### config.mk
export PLATFORM = sky130hd
export DESIGN_NAME = utf8_stream_decoder
export DESIGN_NICKNAME = d
export VERILOG_FILES = /design/src/sv/u8sd_pkg.sv /design/src/sv/u8sd_seq.sv /design/src/sv/u8sd_out_reg.sv /design/src/sv/utf8_stream_decoder.sv
export SDC_FILE = /design/constraint.sdc
export NUM_CORES = 1
export LEC_CHECK = 0
export ABC_AREA = 1
export BUFFER_PORTS_ARGS = -buffer_cell sky130_fd_sc_hd__buf_2
export CORE_MARGIN = 4
export CORE_UTILIZATION = 45
export CTS_BUF_LIST = sky130_fd_sc_hd__clkbuf_4 sky130_fd_sc_hd__clkbuf_8
export DETAILED_ROUTE_END_ITERATION = 8
export GPL_TIMING_DRIVEN = 0
export PLACE_DENSITY = 0.73
export SYNTH_ARGS = -nofsm -noshare
export SYNTH_HDL_FRONTEND = slang
export SYNTH_SLANG_ARGS = --single-unit
### constraint.sdc
create_clock -name clk -period 2.3 [get_ports clk]
set_clock_uncertainty 0.2 [all_clocks]
set_input_delay 0.23 -clock clk [delete_from_list [all_inputs] [get_ports clk]]
set_output_delay 0.23 -clock clk [all_outputs]
set_load 0.05 [all_outputs]
### src/sv/u8sd_pkg.sv
// Package for the UTF-8 stream decoder: beat types, status struct and
// the byte prefix codes. No dependencies.
`default_nettype none

package u8sd_pkg;

  localparam int unsigned CP_W = 21;

  // Prefix tags of the lead and continuation bytes.
  localparam logic [1:0] CONT_TAG  = 2'b10;
  localparam logic [2:0] LEAD2_TAG = 3'b110;
  localparam logic [3:0] LEAD3_TAG = 4'b1110;
  localparam logic [4:0] LEAD4_TAG = 5'b11110;

  // Continuation bytes still expected after each lead form.
  localparam logic [1:0] PEND_NONE = 2'd0;
  localparam logic [1:0] PEND_ONE  = 2'd1;
  localparam logic [1:0] PEND_TWO  = 2'd2;
  localparam logic [1:0] PEND_THREE = 2'd3;

  typedef struct packed {
    logic [7:0] in_byte;
    logic       end_mark;
  } in_beat_t;

  typedef struct packed {
    logic [CP_W-1:0] code_point;
    logic            malformed;
  } out_beat_t;

  // Status from the sequence tracker to the top level.
  typedef struct packed {
    logic emit;   // this step produces a result beat
    logic busy;   // a multi-byte sequence is open
  } seq_stat_t;

endpackage

`default_nettype wire

### src/sv/u8sd_seq.sv
// Sequence tracker of the UTF-8 stream decoder: pending count, payload
// accumulator and bad flag, plus the per-byte decode. Uses u8sd_pkg.
`default_nettype none

module u8sd_seq (
  input  wire                   clk,
  input  wire                   rst_n,
  input  wire                   step,
  input  u8sd_pkg::in_beat_t    beat,
  output u8sd_pkg::seq_stat_t   stat,
  output u8sd_pkg::out_beat_t   result
);
  import u8sd_pkg::*;

  logic [1:0]      pend_r, pend_nxt;
  logic [CP_W-1:0] acc_r, acc_nxt;
  logic            bad_r, bad_nxt;

  logic [1:0]      pend_dec;
  logic [CP_W-1:0] acc_shift;
  logic            bad_cont;
  logic [7:0]      b;

  assign b         = beat.in_byte;
  assign pend_dec  = pend_r - 2'd1;
  assign acc_shift = {acc_r[CP_W-7:0], b[5:0]};
  assign bad_cont  = bad_r | (b[7:6] != CONT_TAG);

  always_comb begin
    pend_nxt          = pend_r;
    acc_nxt           = acc_r;
    bad_nxt           = bad_r;
    stat.emit         = 1'b0;
    stat.busy         = (pend_r != PEND_NONE);
    result.code_point = '0;
    result.malformed  = 1'b0;
    if (step) begin
      if (beat.end_mark) begin
        // A cut-short sequence reports malformed; an idle end mark is silent.
        pend_nxt         = PEND_NONE;
        acc_nxt          = '0;
        bad_nxt          = 1'b0;
        stat.emit        = (pend_r != PEND_NONE);
        result.malformed = 1'b1;
      end else if (pend_r != PEND_NONE) begin
        if (pend_dec == PEND_NONE) begin
          stat.emit         = 1'b1;
          result.code_point = bad_cont ? '0 : acc_shift;
          result.malformed  = bad_cont;
          pend_nxt          = PEND_NONE;
          acc_nxt           = '0;
          bad_nxt           = 1'b0;
        end else begin
          pend_nxt = pend_dec;
          acc_nxt  = acc_shift;
          bad_nxt  = bad_cont;
        end
      end else if (!b[7]) begin
        stat.emit         = 1'b1;
        result.code_point = {{(CP_W-8){1'b0}}, b};
      end else if (b[7:5] == LEAD2_TAG) begin
        pend_nxt = PEND_ONE;
        acc_nxt  = {{(CP_W-5){1'b0}}, b[4:0]};
        bad_nxt  = 1'b0;
      end else if (b[7:4] == LEAD3_TAG) begin
        pend_nxt = PEND_TWO;
        acc_nxt  = {{(CP_W-4){1'b0}}, b[3:0]};
        bad_nxt  = 1'b0;
      end else if (b[7:3] == LEAD4_TAG) begin
        pend_nxt = PEND_THREE;
        acc_nxt  = {{(CP_W-3){1'b0}}, b[2:0]};
        bad_nxt  = 1'b0;
      end else begin
        stat.emit        = 1'b1;
        result.malformed = 1'b1;
      end
    end
  end

  always_ff @(posedge clk) begin
    if (!rst_n) begin
      pend_r <= PEND_NONE;
      acc_r  <= '0;
      bad_r  <= 1'b0;
    end else begin
      pend_r <= pend_nxt;
      acc_r  <= acc_nxt;
      bad_r  <= bad_nxt;
    end
  end

endmodule

`default_nettype wire

### src/sv/u8sd_out_reg.sv
// Result register of the UTF-8 stream decoder, holding one beat for the
// out channel. Uses u8sd_pkg.
`default_nettype none

module u8sd_out_reg (
  input  wire                   clk,
  input  wire                   rst_n,
  input  wire                   load,
  input  u8sd_pkg::out_beat_t   load_data,
  output logic                  can_take,
  output logic                  out_valid,
  input  wire                   out_ready,
  output u8sd_pkg::out_beat_t   out_data
);
  import u8sd_pkg::*;

  logic      vld_r, vld_nxt;
  out_beat_t data_r;

  // Room for a new beat if empty or the held beat leaves this cycle.
  assign can_take  = !vld_r || out_ready;
  assign out_valid = vld_r;
  assign out_data  = data_r;

  always_comb begin
    vld_nxt = vld_r;
    if (load) begin
      vld_nxt = 1'b1;
    end else if (out_ready) begin
      vld_nxt = 1'b0;
    end
  end

  always_ff @(posedge clk) begin
    if (!rst_n) begin
      vld_r <= 1'b0;
    end else begin
      vld_r <= vld_nxt;
    end
  end

  always_ff @(posedge clk) begin
    if (load) begin
      data_r <= load_data;
    end
  end

endmodule

`default_nettype wire

### src/sv/utf8_stream_decoder.sv
// Top level of the UTF-8 stream decoder: input register, sequence tracker
// and result register. Uses u8sd_pkg, u8sd_seq and u8sd_out_reg.
//
//   Channel | Direction | Handshake            | Beat
//   in_     | input     | in_valid / in_ready  | in_beat_t  (in_byte, end_mark)
//   out_    | output    | out_valid / out_ready| out_beat_t (code_point, malformed)
//
// Each byte waits in the input register while the combinational decode step
// runs; the step's result is then registered in the result register and is
// shown on out_ from there.
// Sustained rate is one byte per clock unless out_ stalls; single decode step.
// Reset is synchronous on rst_n low and clears the sequence state and valids.
// A stalled result holds in the output register; the input register keeps
// taking beats as long as the output register has or frees room.
`default_nettype none

module utf8_stream_decoder (
  input  wire                  clk,
  input  wire                  rst_n,
  input  wire                  in_valid,
  output logic                 in_ready,
  input  u8sd_pkg::in_beat_t   in_data,
  output logic                 out_valid,
  input  wire                  out_ready,
  output u8sd_pkg::out_beat_t  out_data
);
  import u8sd_pkg::*;

  // Input register: one byte beat waiting for the decode step.
  logic      in_vld_r, in_vld_nxt;
  in_beat_t  in_data_r;

  seq_stat_t seq_stat;
  out_beat_t seq_result;
  logic      can_take;
  logic      step;

  // The decode step runs whenever a beat is held and the result register
  // can take whatever the step produces.
  assign step     = in_vld_r && can_take;
  assign in_ready = !in_vld_r || step;

  always_comb begin
    in_vld_nxt = in_vld_r;
    if (in_valid && in_ready) begin
      in_vld_nxt = 1'b1;
    end else if (step) begin
      in_vld_nxt = 1'b0;
    end
  end

  always_ff @(posedge clk) begin
    if (!rst_n) begin
      in_vld_r <= 1'b0;
    end else begin
      in_vld_r <= in_vld_nxt;
    end
  end

  always_ff @(posedge clk) begin
    if (in_valid && in_ready) begin
      in_data_r <= in_data;
    end
  end

  u8sd_seq u_seq (
    .clk    (clk),
    .rst_n  (rst_n),
    .step   (step),
    .beat   (in_data_r),
    .stat   (seq_stat),
    .result (seq_result)
  );

  u8sd_out_reg u_out (
    .clk       (clk),
    .rst_n     (rst_n),
    .load      (seq_stat.emit),
    .load_data (seq_result),
    .can_take  (can_take),
    .out_valid (out_valid),
    .out_ready (out_ready),
    .out_data  (out_data)
  );

  // A malformed result always carries a zero code point.
  a_malformed_zero: assert property (@(posedge clk) disable iff (!rst_n)
    out_valid |-> !(out_data.malformed && (out_data.code_point != '0)))
    else $error("malformed result with nonzero code point");

  // An end mark inside an open sequence yields a malformed result.
  a_trunc_flag: assert property (@(posedge clk) disable iff (!rst_n)
    (step && in_data_r.end_mark && seq_stat.busy) |=> (out_valid && out_data.malformed))
    else $error("truncated sequence not flagged");

  // A plain ASCII byte outside a sequence comes out as itself.
  a_ascii_pass: assert property (@(posedge clk) disable iff (!rst_n)
    (step && !in_data_r.end_mark && !seq_stat.busy && !in_data_r.in_byte[7])
    |=> (out_valid && !out_data.malformed &&
         (out_data.code_point == {{(CP_W-8){1'b0}}, $past(in_data_r.in_byte)})))
    else $error("ASCII byte decoded wrongly");

  // A held byte that cannot step stays put.
  a_in_hold: assert property (@(posedge clk) disable iff (!rst_n)
    (in_vld_r && !can_take) |=> (in_vld_r && $stable(in_data_r)))
    else $error("input register lost a held byte");

endmodule

`default_nettype wire
==> results of run 1 <==
-- through the flow --
| stage | util (%) | hold slack, ps | TNS, ps | power [mW] | setup slack (ps) |
|---|---|---|---|---|---|
| final | 59.08 | 21.76 | 0 | 1.782 | 114.1 |
| after global routing | 59.08 | 48.05 | 0 | 1.874 | 11.69 |
| after CTS | 58.92 | 20.12 | 0 | 1.787 | 109.5 |
| after detailed placement | 53.47 | 208.1 | -3425 | 1.266 | -156.2 |
| after global placement | 53.47 | 207.6 | -2883 | 1.262 | -131.6 |
| after floorplan | - | 128.9 | 0 | 1.212 | 218.0 |
-- worst min path at each step --
stage,startpoint,end,slack [ps],cells after the start
after floorplan,in_data[0],in_data_r[0],130,0
after detailed placement,in_data[8],in_data_r[8],210,1
after CTS,out_ready,u_out.out_valid,20,4
final,out_ready,u_out.out_valid,20,4
after global routing,out_ready,u_out.out_valid,50,4
after global placement,in_data[7],in_data_r[7],210,1
-- cell type report --
class / count / area [um2]
Multi-Input combinational cell: 139 / 663.1
Fill cell: 411 / 1843
Inverter: 34 / 131.4
Clock buffer: 5 / 68.82
Timing Repair inverter: 1 / 7.507
Buffer: 6 / 53.80
Clock inverter: 3 / 20.02
Tap cell: 52 / 65.06
Timing Repair Buffer: 51 / 320.3
Sequential cell: 51 / 1331
-- cell usage in the layout (no fill, tap or decap) --
master                          netlist  routed
sky130_fd_sc_hd__a21oi_1             15      15
sky130_fd_sc_hd__a22oi_1              1       1
sky130_fd_sc_hd__buf_2                1      37
sky130_fd_sc_hd__buf_4                2       6
sky130_fd_sc_hd__buf_6                3       3
sky130_fd_sc_hd__clkbuf_8             0       5
sky130_fd_sc_hd__clkinv_2             0       1
sky130_fd_sc_hd__clkinvlp_4           0       4
sky130_fd_sc_hd__dfxtp_1             20      20
sky130_fd_sc_hd__dlygate4sd3_1        0      11
sky130_fd_sc_hd__edfxtp_1            31      31
sky130_fd_sc_hd__ha_1                 3       3
sky130_fd_sc_hd__inv_1               31      30
sky130_fd_sc_hd__inv_2                3       3
sky130_fd_sc_hd__nand2_1             34      34
sky130_fd_sc_hd__nand2_2              2       2
sky130_fd_sc_hd__nand2_4              1       1
sky130_fd_sc_hd__nand3_1             12      11
sky130_fd_sc_hd__nand3_2              2       2
sky130_fd_sc_hd__nand3_4              1       2
sky130_fd_sc_hd__nand4_1              1       1
sky130_fd_sc_hd__nor2_1              53      53
sky130_fd_sc_hd__nor2_2               1       1
sky130_fd_sc_hd__nor3_1               3       3
sky130_fd_sc_hd__nor3_2               1       1
sky130_fd_sc_hd__o21ai_0              8       8
sky130_fd_sc_hd__o21ai_1              1       1
-- kinds of logic after synthesis --
group                    count (synthesis)  synth area share (%)
buffers and inverters                   40                 8.386
AND/OR/NAND/NOR                        111                 22.44
flip-flops                              51                 61.54
AO/OA/AOI/OAI                           25                 5.899
adder cells (fa/ha/maj)                  3                 1.735
-- sequential cells by signal, summed over array words and instances, names as in the netlist --
register / flops
u_out.out_data: 22
u_seq.acc_r: 15
in_data_r: 9
u_seq.pend_r: 2
in_vld_r: 1
u_out.out_valid: 1
u_seq.bad_r: 1
-- synth_stat cells, drive strengths merged --
library cell	number
a21oi	15
nor3	4
nor2	54
buf	6
inv	34
dfxtp	20
o21ai	9
a22oi	1
edfxtp	31
ha	3
nand4	1
nand3	15
nand2	37
-- timing repair --
action | 4_1_cts | 5_1_grt
pin swaps | 0 | 0
hold buffers | 11 | 0
cloned | 1 | 0
setup buffers | 4 | 0
setup endpoints to repair | 22 | 8
hold endpoints to repair | 11 | 0
resized for setup | 3 | 1
-- where the power goes --
group,switching (mW),total (mW),internal (mW)
logic,0.159,0.245,0.0868
clock network,0.295,0.507,0.212
registers,0.0213,1.03,1.01
-- per-layer routing --
metal  wire [um]  vias up  share of wire, %
met1        1873      743                45
met2        1957       46                47
met4         153        0               3.6
li1            -      855                 -
met5           0        -                 0
met3         217       11               5.2
-- worst reg2reg max path, cell delays in order (launching register included) --
cell	delay, ps
sky130_fd_sc_hd__dfxtp_1	420
sky130_fd_sc_hd__inv_1	70
sky130_fd_sc_hd__ha_1	240
sky130_fd_sc_hd__buf_4	180
sky130_fd_sc_hd__inv_1	130
sky130_fd_sc_hd__nand3_2	220
sky130_fd_sc_hd__nand3_4	210
sky130_fd_sc_hd__clkinvlp_4	100
sky130_fd_sc_hd__buf_4	190
==> impl_summary.md, run 1 <==
Floorplan
The placement row count is 24. For this configuration, the core starts out at a cell density of 48.03%. The horizontal die dimension is 77.34 um. The die area is 5981 um2. From bottom edge to top edge, the die measures 77.34 um. The number of top-level pins is 37. The area of the core is 4504 um2.

STA
The total count of max-transition violations in the final report is 0. Timing would allow up to 457.5 MHz. The part of the cycle the worst path needs is 95.04%. The number of endpoints with negative hold slack in the final report is 0. The worst slew margin relative to its limit is 68.59%. The minimum clock period is 2186 ps. For the pin with the worst max-slew slack, the measured transition is 471.1 ps. Setup repair after global routing left no endpoint under its margin. The count of endpoints failing setup in the final report is 0.

Global route
The wire length of the first global-routing pass is 7.079 mm. Entering global routing, the biggest net connects 17 pins. The met1 track utilization from global routing is 18.52%. Global routing finished with a remaining overflow of 0. The fraction of met3 tracks used by global routing is 3.241%. The initial antenna violation count was 0. The met2 capacity usage during global routing is 24.44%. Global routing used 15.01% of the available tracks across all layers. The number of global-route vias before repair is 1571. The routing layer with the top usage in global route is met2.

Power
The static power due to leakage is 1.153 nW. The maximum vdd ir drop is 0.0004472 V. The power density over the cells is 669.5 nW/um2.

Drt
The total detailed-routing wirelength is 4.201 mm. The detailed-route wire length per cell is 12.28 um. The number of vias per cell is 4.839. The first TritonRoute pass finished after 4 iterations. The number of nets still failing antenna checks after routing is 0. The total DRC errors in the routed layout is 0. The final route contains 1655 vias. The number of design-rule violations left by the first detailed-router iteration is 114.

Finish
With fillers left out, the area of the finished cells amounts to 2661 um2. After the last flow step, the layout net total stands at 305. The proportion of layout cells with a drive suffix above 1 is 23.45%. The relative area change from synthesis to final layout is 23.02%. The number of antenna diodes is 0. The count of cells in the finished layout, fillers not included, comes to 342.

Worst setup path
The startpoint identified for the worst register-to-register timing path is u_seq.pend_r[0]. The endpoint kind of the worst setup timing path is a flip-flop. The capturing instance or port of the critical path is u_out.out_data[0]. The cell with the largest stage delay on the worst path is sky130_fd_sc_hd__dfxtp_1. The class of the most critical setup path is flip-flop to flip-flop. Broken down by cell family, the worst path's largest delay share belongs to buffers and inverters.

The peak per-stage delay on the critical path is 420 ps. The largest fanout on the critical path is 11. The critical path goes through inv_1, ha_1, buf_4, inv_1, nand3_2, nand3_4, clkinvlp_4, buf_4. The endpoint arrival time on the critical path is 2050 ps. The worst setup path is launched from a flip-flop.

The length in cells of the worst reg-to-reg path is 8. In this run the number of cells on the critical path is 8. The count of buffer and inverter cells on the critical path is 5. The startpoint of the worst setup timing path is u_seq.pend_r[0].

The endpoint of the worst register-to-register path is u_out.out_data[0]. Data on the critical path is required at its endpoint by 2160 ps. The setup slack of the most critical reg-to-reg path is 110 ps.

Clock tree
The TritonCTS clock tree is built. The root buffer cell is sky130_fd_sc_hd__clkbuf_8. Clock tree synthesis inserted a total of 5 buffers. The clock latency on the worst-skew pair is 310 ps. The maximum buffer depth of the clock tree is 2. The clock sink count is 51. The count of H-tree levels built during CTS is 2. After clock tree synthesis, the clock-pin slew on the worst setup and hold paths is 90 ps.

Flow run
The tool flagged a number of max-cap violations equal to 0.

Logic synthesis
After synthesis, the largest area contributor takes up 43.03% of total cell area. The number of storage elements in the synthesis netlist is 51. The synthesized design spends more area on one cell type than any other, namely sky130_fd_sc_hd__edfxtp_1.

After synthesis, the netlist uses 23 different library cells. The gate count of the mapped netlist is 230. Sorting the synthesized cells by area gives the leading types as sky130_fd_sc_hd__edfxtp_1 43%, sky130_fd_sc_hd__dfxtp_1 19%, sky130_fd_sc_hd__nor2_1 9.2%.

When the netlist entered floorplanning its net count stood at 246. In this run the mean area of a mapped cell was 9.406 um2. Of the synthesized area, sequential elements account for 61.54%.

The post-synthesis cell area is 2163 um2. For this run, the number of Yosys warnings is 0.

Status
The run finished with clean final reports.

Placement
The placed cell area is 2409 um2. The placer's final routability congestion estimate is 0.8372. After detailed placement, the design holds a cell count of 318. The count of buffers added on input and output ports is 36. The sum of net half-perimeters after detailed placement is 2.809 mm.

Hold path
The path type of the worst min-delay path is primary input to flip-flop.
Power figures use the tool's default switching activity.
==> run 2: changes to the inputs <==
Settings changed: CORE_UTILIZATION 45 to 40, PLACE_DENSITY 0.73 to 0.67.
==> impl_summary.md, run 2 (synthesized netlist as in run 1, its figures left out) <==
Worst setup path
The required time at the worst-slack endpoint is 2150 ps (about the same). The critical register-to-register path startpoint is u_seq.pend_r[0]. The setup slack of the most critical reg-to-reg path came to 90 ps (-20 ps).

The startpoint type of the worst setup path is a flip-flop. The largest fanout on the critical path came to 11 (unchanged). The worst setup path is of the flip-flop to flip-flop kind. The startpoint of the worst setup timing path is u_seq.pend_r[0]. The worst register-to-register path ends at u_out.out_data[5]. The endpoint arrival time on the critical path came to 2060 ps (about the same). The capturing instance or port of the critical path is u_out.out_data[5]. The endpoint kind of the worst setup timing path is a flip-flop.

The length in cells of the worst reg-to-reg path is 8 (unchanged).

Drt
The total iterations of the first detailed-routing run is 4 (unchanged). The detailed-route wire length per cell came to 11.35 um (-7.6%). The number of design-rule violations left by the first detailed-router iteration was 126 (+11%). The number of nets still failing antenna checks after routing is 0 (unchanged).

The total DRC errors in the routed layout is 0 (unchanged). The total detailed-routing wirelength is 4.063 mm (-3.3%). The number of vias per cell is 4.564 (-5.7%). The routed via count is 1634 (-1.3%).

Placement
The post-place setup slack is -164.5 ps (-8.334 ps). The sum of net half-perimeters after detailed placement was 2.839 mm (+1.1%). The quantity of I/O buffers inserted on ports is 36 (unchanged). The placer's final routability congestion estimate is 0.8471 (+1.2%). The post-placement cell count came to 336 (+5.7%).

Finish
Leaving out fill and tap cells, the most frequent cell in the layout is sky130_fd_sc_hd__nor2_1. The count of non-filler cells in the finished layout is 358 (+4.7%). The top cell types in the final layout, fill and taps aside, are 53 x sky130_fd_sc_hd__nor2_1, 37 x sky130_fd_sc_hd__buf_2, 34 x sky130_fd_sc_hd__nand2_1. The core utilization of the finished layout is 51.40% (-7.7 points). The post-layout net count is 303 (-0.66%). The number of flip-flops under the largest register name is 22 (unchanged). The number of antenna diodes is 0 (unchanged). The relative area change from synthesis to final layout is 22.90% (about the same). The area taken by multi-input logic gates is 655.6 um2 (-1.1%). The sequential cell area is 1331 um2 (unchanged). The proportion of layout cells with a drive suffix above 1 is 23.26% (-0.18 points). The fill cell instance count of the final layout is 477 (+16%).

STA
Setup repair after global routing left no endpoint under its margin. The number of endpoints with negative hold slack in the final report is 0 (unchanged). The final sum of negative setup slack came to 0 ps (unchanged). The worst slew margin relative to its limit is 69.69% (+1.1 points). The minimum clock period came to 2205 ps (+19.49 ps). The total count of max-transition violations in the final report is 0 (unchanged). The worst setup margin is 94.62 ps (-19.49 ps). The actual transition at the worst max-transition pin is 454.7 ps (-16.48 ps). The peak clock frequency supported by timing was 453.4 MHz (-0.88%). The count of endpoints failing setup in the final report was 0 (unchanged). The part of the cycle the worst path needs is 95.89% (+0.85 points).

Floorplan
The area of the core is 5172 um2 (+15%). The placement row count was 26 (+8.3%). The height of the chip is 81.54 um (+5.4%). The initial core utilization is 41.82% (-6.2 points). The horizontal die dimension is 81.54 um (+5.4%).

The number of top-level pins was 37 (unchanged). The die area is 6649 um2 (+11%).

Flow run
The max capacitance violation total is 0 (unchanged).

Status
The run finished with clean final reports.

Global route
The initial antenna violation count is 0 (unchanged). The number of global-route vias before repair is 1464 (-6.8%). The wire length of the first global-routing pass came to 6.851 mm (-3.2%).

The global router's overall resource usage is 13.58% (-1.4 points). The sum of overflow across all layers after global routing is 0 (unchanged). The pin count of the biggest net entering global routing is 16 (-1).

Power
The maximum vdd ir drop was 0.0002909 V (-35%). The static power due to leakage is 1.148 nW (-0.49%). The power density over the cells is 666.3 nW/um2 (-0.48%).

Clock tree
The maximum buffer depth of the clock tree was 2 (unchanged). The count of H-tree levels built during CTS is 2 (unchanged). The cell sitting at the root of the clock tree is a sky130_fd_sc_hd__clkbuf_8. The clock latency on the worst-skew pair is 300 ps (about the same).

The TritonCTS buffer count is 5 (unchanged). The clock sink count is 51 (unchanged). The clock slew seen by the registers of the worst setup and hold paths is 90 ps (about the same). TritonCTS built the clock tree.

Hold path
The path type of the worst min-delay path is primary input to flip-flop. The number of stages on the worst hold path is 3 (-1).
==> run 2: changes by cell type in the layout (fill, tap and decap cells not counted) <==
cell / change
sky130_fd_sc_hd__buf_4: -1
sky130_fd_sc_hd__clkbuf_4: +1
sky130_fd_sc_hd__clkinvlp_4: -1
sky130_fd_sc_hd__dlygate4sd3_1: -1
sky130_fd_sc_hd__nand3_2: +1
sky130_fd_sc_hd__nand3_4: -1
==> run 2: area by class of cell <==
type | count | share of cell area, %
clock buffer | 6 | 2.871
clock inverter | 2 | 0.4706
inverter | 34 | 4.941
buffer | 6 | 2.024
sequential | 51 | 50.07
timing repair buffer | 49 | 11.39
timing repair inverter | 1 | 0.2824
multi-input combinational | 139 | 24.66
tap | 70 | 3.294
==> run 2: power breakdown <==
part	internal, mW	switching [mW]
sequential	1.01	0.0218
clock	0.225	0.278
combinational	0.0837	0.155
==> run 2: worst min-delay path by stage <==
stage / start / to / slack [ps]
6_report: rst_n / u_seq.acc_r[7] / 20
5_1_grt: rst_n / u_seq.acc_r[10] / 10
4_1_cts: rst_n / u_seq.acc_r[7] / 10
3_5_place_dp: in_data[0] / in_data_r[0] / 210
3_3_place_gp: in_data[2] / in_data_r[2] / 210
2_1_floorplan: in_data[0] / in_data_r[0] / 130
==> run 2: repair_timing <==
item,CTS,global route
buffers inserted,3,0
gates resized for setup,3,0
endpoints found under the setup margin,22,0
hold endpoints to repair,10,0
hold buffers,10,0
==> run 2: critical path, stage by stage, from the launching register on <==
cell and delay, ps:
sky130_fd_sc_hd__dfxtp_1 410, sky130_fd_sc_hd__inv_1 60, sky130_fd_sc_hd__ha_1 240, sky130_fd_sc_hd__buf_4 180, sky130_fd_sc_hd__inv_1 130, sky130_fd_sc_hd__nand3_2 210, sky130_fd_sc_hd__nand3_2 230, sky130_fd_sc_hd__clkinvlp_4 100
sky130_fd_sc_hd__buf_4 190
==> run 2: stage by stage <==
step                      power, mW  hold WS [ps]  instance area, um2
after floorplan               1.212         128.9                2163
after global placement        1.263         207.7                2431
after detailed placement      1.268         208.1                2431
after CTS                     1.786         14.02                2659
after global routing          1.862         14.62                2659
final                         1.772         21.89                2659
==> run 2: layer usage <==
metal / track usage [%] / up-vias / part of all wire, %
met1: 18.13 / 729 / 47
met3: 2.961 / 7 / 5.6
li1: - / 850 / -
met5: 0 / - / 0
met2: 20.85 / 48 / 45
met4: 6.588 / 0 / 2.4
==> run 3: changes to the inputs <==
Settings changed: RECOVER_POWER set to 25.
==> impl_summary.md, run 3 (synthesized netlist as in run 1, its figures left out) <==
Power
The static power due to leakage is 1.100 nW (-4.1%). The share of power burned in combinational logic is 13.4% (about the same). The post-layout total power was 1.771 mW (about the same). The net switching power is 0.4552 mW (about the same). The power density over the cells is 670.1 nW/um2 (+0.56%). The maximum vdd ir drop was 0.0002907 V (about the same).

The internal power is 1.315 mW (about the same). The clock group share of total power came to 28.4% (about the same). The power share of the sequential group is 58.2% (about the same). The switching fraction of total power came to 25.71% (+0.029 points).

Worst setup path
The worst setup path is launched from a flip-flop. The endpoint arrival time on the critical path came to 2060 ps (about the same). The required time at the worst-slack endpoint came to 2150 ps (about the same). The worst register-to-register path ends at u_out.out_data[5]. The length in cells of the worst reg-to-reg path was 8 (unchanged). The critical register-to-register path startpoint is u_seq.pend_r[0]. The class of the most critical setup path is flip-flop to flip-flop. The largest fanout on the critical path is 11 (unchanged). The worst setup path is captured at a flip-flop.

The setup slack of the most critical reg-to-reg path came to 100 ps (about the same).

Finish
The summed area of non-filler cells in the final layout is 2643 um2 (-0.61%). The library cell used most frequently in the layout, excluding fill and tap cells, is sky130_fd_sc_hd__nor2_1. Compared with the post-synthesis result, the final layout area differs by 22.15%. The area taken by multi-input logic gates came to 655.6 um2 (unchanged). The sequential cell area came to 1331 um2 (unchanged).

The number of flip-flops under the largest register name is 22 (unchanged). In the layout the commonest cells are 53 x sky130_fd_sc_hd__nor2_1, 34 x sky130_fd_sc_hd__nand2_1, 31 x sky130_fd_sc_hd__edfxtp_1. The number of antenna diodes was 0 (unchanged). The post-layout net count is 303 (unchanged). The fill cell instance count of the final layout is 480 (+0.63%). The proportion of layout cells with a drive suffix above 1 is 18.75% (-4.5 points).

Drt
The top routing layer in use is met4. The total DRC errors in the routed layout is 0 (unchanged). The number of design-rule violations left by the first detailed-router iteration is 124 (-1.6%). The length of routed wiring on met1 is 1.934 mm (+1.8%). The detailed-route wire length per cell came to 11.42 um (+0.62%). The routed length on met2 is 1.837 mm (-0.11%). The total iterations of the first detailed-routing run is 4 (unchanged).

The total detailed-routing wirelength is 4.088 mm (+0.62%). The met3 routed wirelength is 218 um (-3.5%). The routed via count is 1633 (-0.061%).

The number of nets still failing antenna checks after routing came to 0 (unchanged). The number of vias per cell came to 4.561 (about the same).

Floorplan
The die area is 6649 um2 (unchanged). The horizontal die dimension was 81.54 um (unchanged). The initial core utilization is 41.82% (unchanged). The placement row count was 26 (unchanged). The area of the core is 5172 um2 (unchanged).

The number of top-level pins is 37 (unchanged). The height of the chip is 81.54 um (unchanged).

Global route
The initial antenna violation count was 0 (unchanged). The number of global-route vias before repair is 1464 (unchanged). The global router's overall resource usage is 13.58% (unchanged). The sum of overflow across all layers after global routing is 0 (unchanged).

The wire length of the first global-routing pass is 6.851 mm (unchanged). The pin count of the biggest net entering global routing came to 16 (unchanged).

Clock tree
The clock sink count is 51 (unchanged). The maximum buffer depth of the clock tree is 2 (unchanged). The clock slew seen by the registers of the worst setup and hold paths is 90 ps (about the same). The TritonCTS buffer count is 5 (unchanged). The clock latency on the worst-skew pair was 300 ps (about the same). The root buffer cell is sky130_fd_sc_hd__clkbuf_8. The TritonCTS clock tree is built. The count of H-tree levels built during CTS is 2 (unchanged).

STA
Setup repair after global routing left no endpoint under its margin. The total count of max-transition violations in the final report is 0 (unchanged). The count of endpoints failing setup in the final report is 0 (unchanged).

The peak clock frequency supported by timing is 453.5 MHz (about the same). The minimum clock period is 2205 ps (-0.4859 ps). The worst slew margin relative to its limit came to 59.92% (-9.8 points). The actual transition at the worst max-transition pin is 603.8 ps (+149.1 ps). The part of the cycle the worst path needs is 95.87% (about the same).

The number of endpoints with negative hold slack in the final report is 0 (unchanged).

Hold path
For hold timing, the worst endpoint is u_seq.acc_r[7]. The number of stages on the worst hold path was 3 (unchanged). The critical hold path startpoint is rst_n. In this run the worst hold path is classified as primary input to flip-flop.

Placement
The sum of net half-perimeters after detailed placement is 2.839 mm (unchanged). The placed cell area came to 2431 um2 (unchanged). The quantity of I/O buffers inserted on ports is 36 (unchanged). The placer's final routability congestion estimate is 0.8471 (unchanged).

Status
The run finished with clean final reports.

Flow run
The max capacitance violation total is 0 (unchanged).
## run 3: cell types whose count changed in the layout (fill, tap and decap cells not counted), sizes merged
cell    change
buf        -13
clkbuf     +13
## run 3: worst max-delay path, cell delays in order, from the launching register on
cell and delay [ps]:
sky130_fd_sc_hd__dfxtp_1 410, sky130_fd_sc_hd__inv_1 60, sky130_fd_sc_hd__ha_1 240, sky130_fd_sc_hd__buf_4 180
sky130_fd_sc_hd__inv_1 130, sky130_fd_sc_hd__nand3_2 210, sky130_fd_sc_hd__nand3_2 230, sky130_fd_sc_hd__clkinvlp_4 100
sky130_fd_sc_hd__buf_4 190
## run 3: final cells by class
type                    count  area share, %
flip-flops and latches     51          50.38
multi-input cells         139          24.81
repair buffers             49          10.84
inverters                  34          4.972
well taps                  70          3.314
clock buffers               6          2.888
plain buffers               6          2.036
clock inverters             2         0.4735
repair inverters            1         0.2841
## run 3: layer usage
layer	track usage, %	vias to the layer above
met4	6.588	0
met3	2.961	7
met5	0	-
li1	-	851
met2	20.85	48
met1	18.13	727
## run 3: repair_timing
action	CTS	global route
endpoints found under the hold margin	10	0
endpoints found under the setup margin	22	0
gates resized for setup	3	0
hold buffers	10	0
buffers inserted	3	0
## run 3: worst max path at each step
stage                                from            endpoint  slack, ps  cells past startpoint
after floorplan           u_seq.pend_r[1]   u_out.out_data[0]        220                      7
after global placement    u_seq.pend_r[1]  u_out.out_data[21]       -130                      7
after detailed placement  u_seq.pend_r[1]   u_out.out_data[5]       -160                      7
after CTS                 u_seq.pend_r[0]   u_out.out_data[5]        130                      8
after global routing      u_seq.pend_r[0]   u_out.out_data[3]        0.2                      8
final                     u_seq.pend_r[0]   u_out.out_data[5]        100                      8
## run 3: stage by stage
| step | std cells | worst slack, ps | TNS [ps] | hold WS, ps | utilization [%] |
|---|---|---|---|---|---|
| after global placement | 336 | -129.2 | -2821 | 207.7 | 47.00 |
| after CTS | 358 | 128.9 | 0 | 14.02 | 51.40 |
| final | 358 | 95.10 | 0 | 21.88 | 51.09 |
| after detailed placement | 336 | -164.5 | -3608 | 208.1 | 47.00 |
| after global routing | 358 | 0.2167 | 0 | 14.62 | 51.09 |
| after floorplan | 230 | 218.0 | 0 | 128.9 | - |
## run 3: power groups by stage
stage               Clock (mW)  Combinational [mW]  Sequential [mW]
global route             0.559               0.267             1.04
global placement             0               0.213             1.05
detailed placement           0               0.216             1.05
finish                   0.502               0.238             1.03
floorplan                    0               0.137             1.07
CTS                      0.517               0.238             1.03
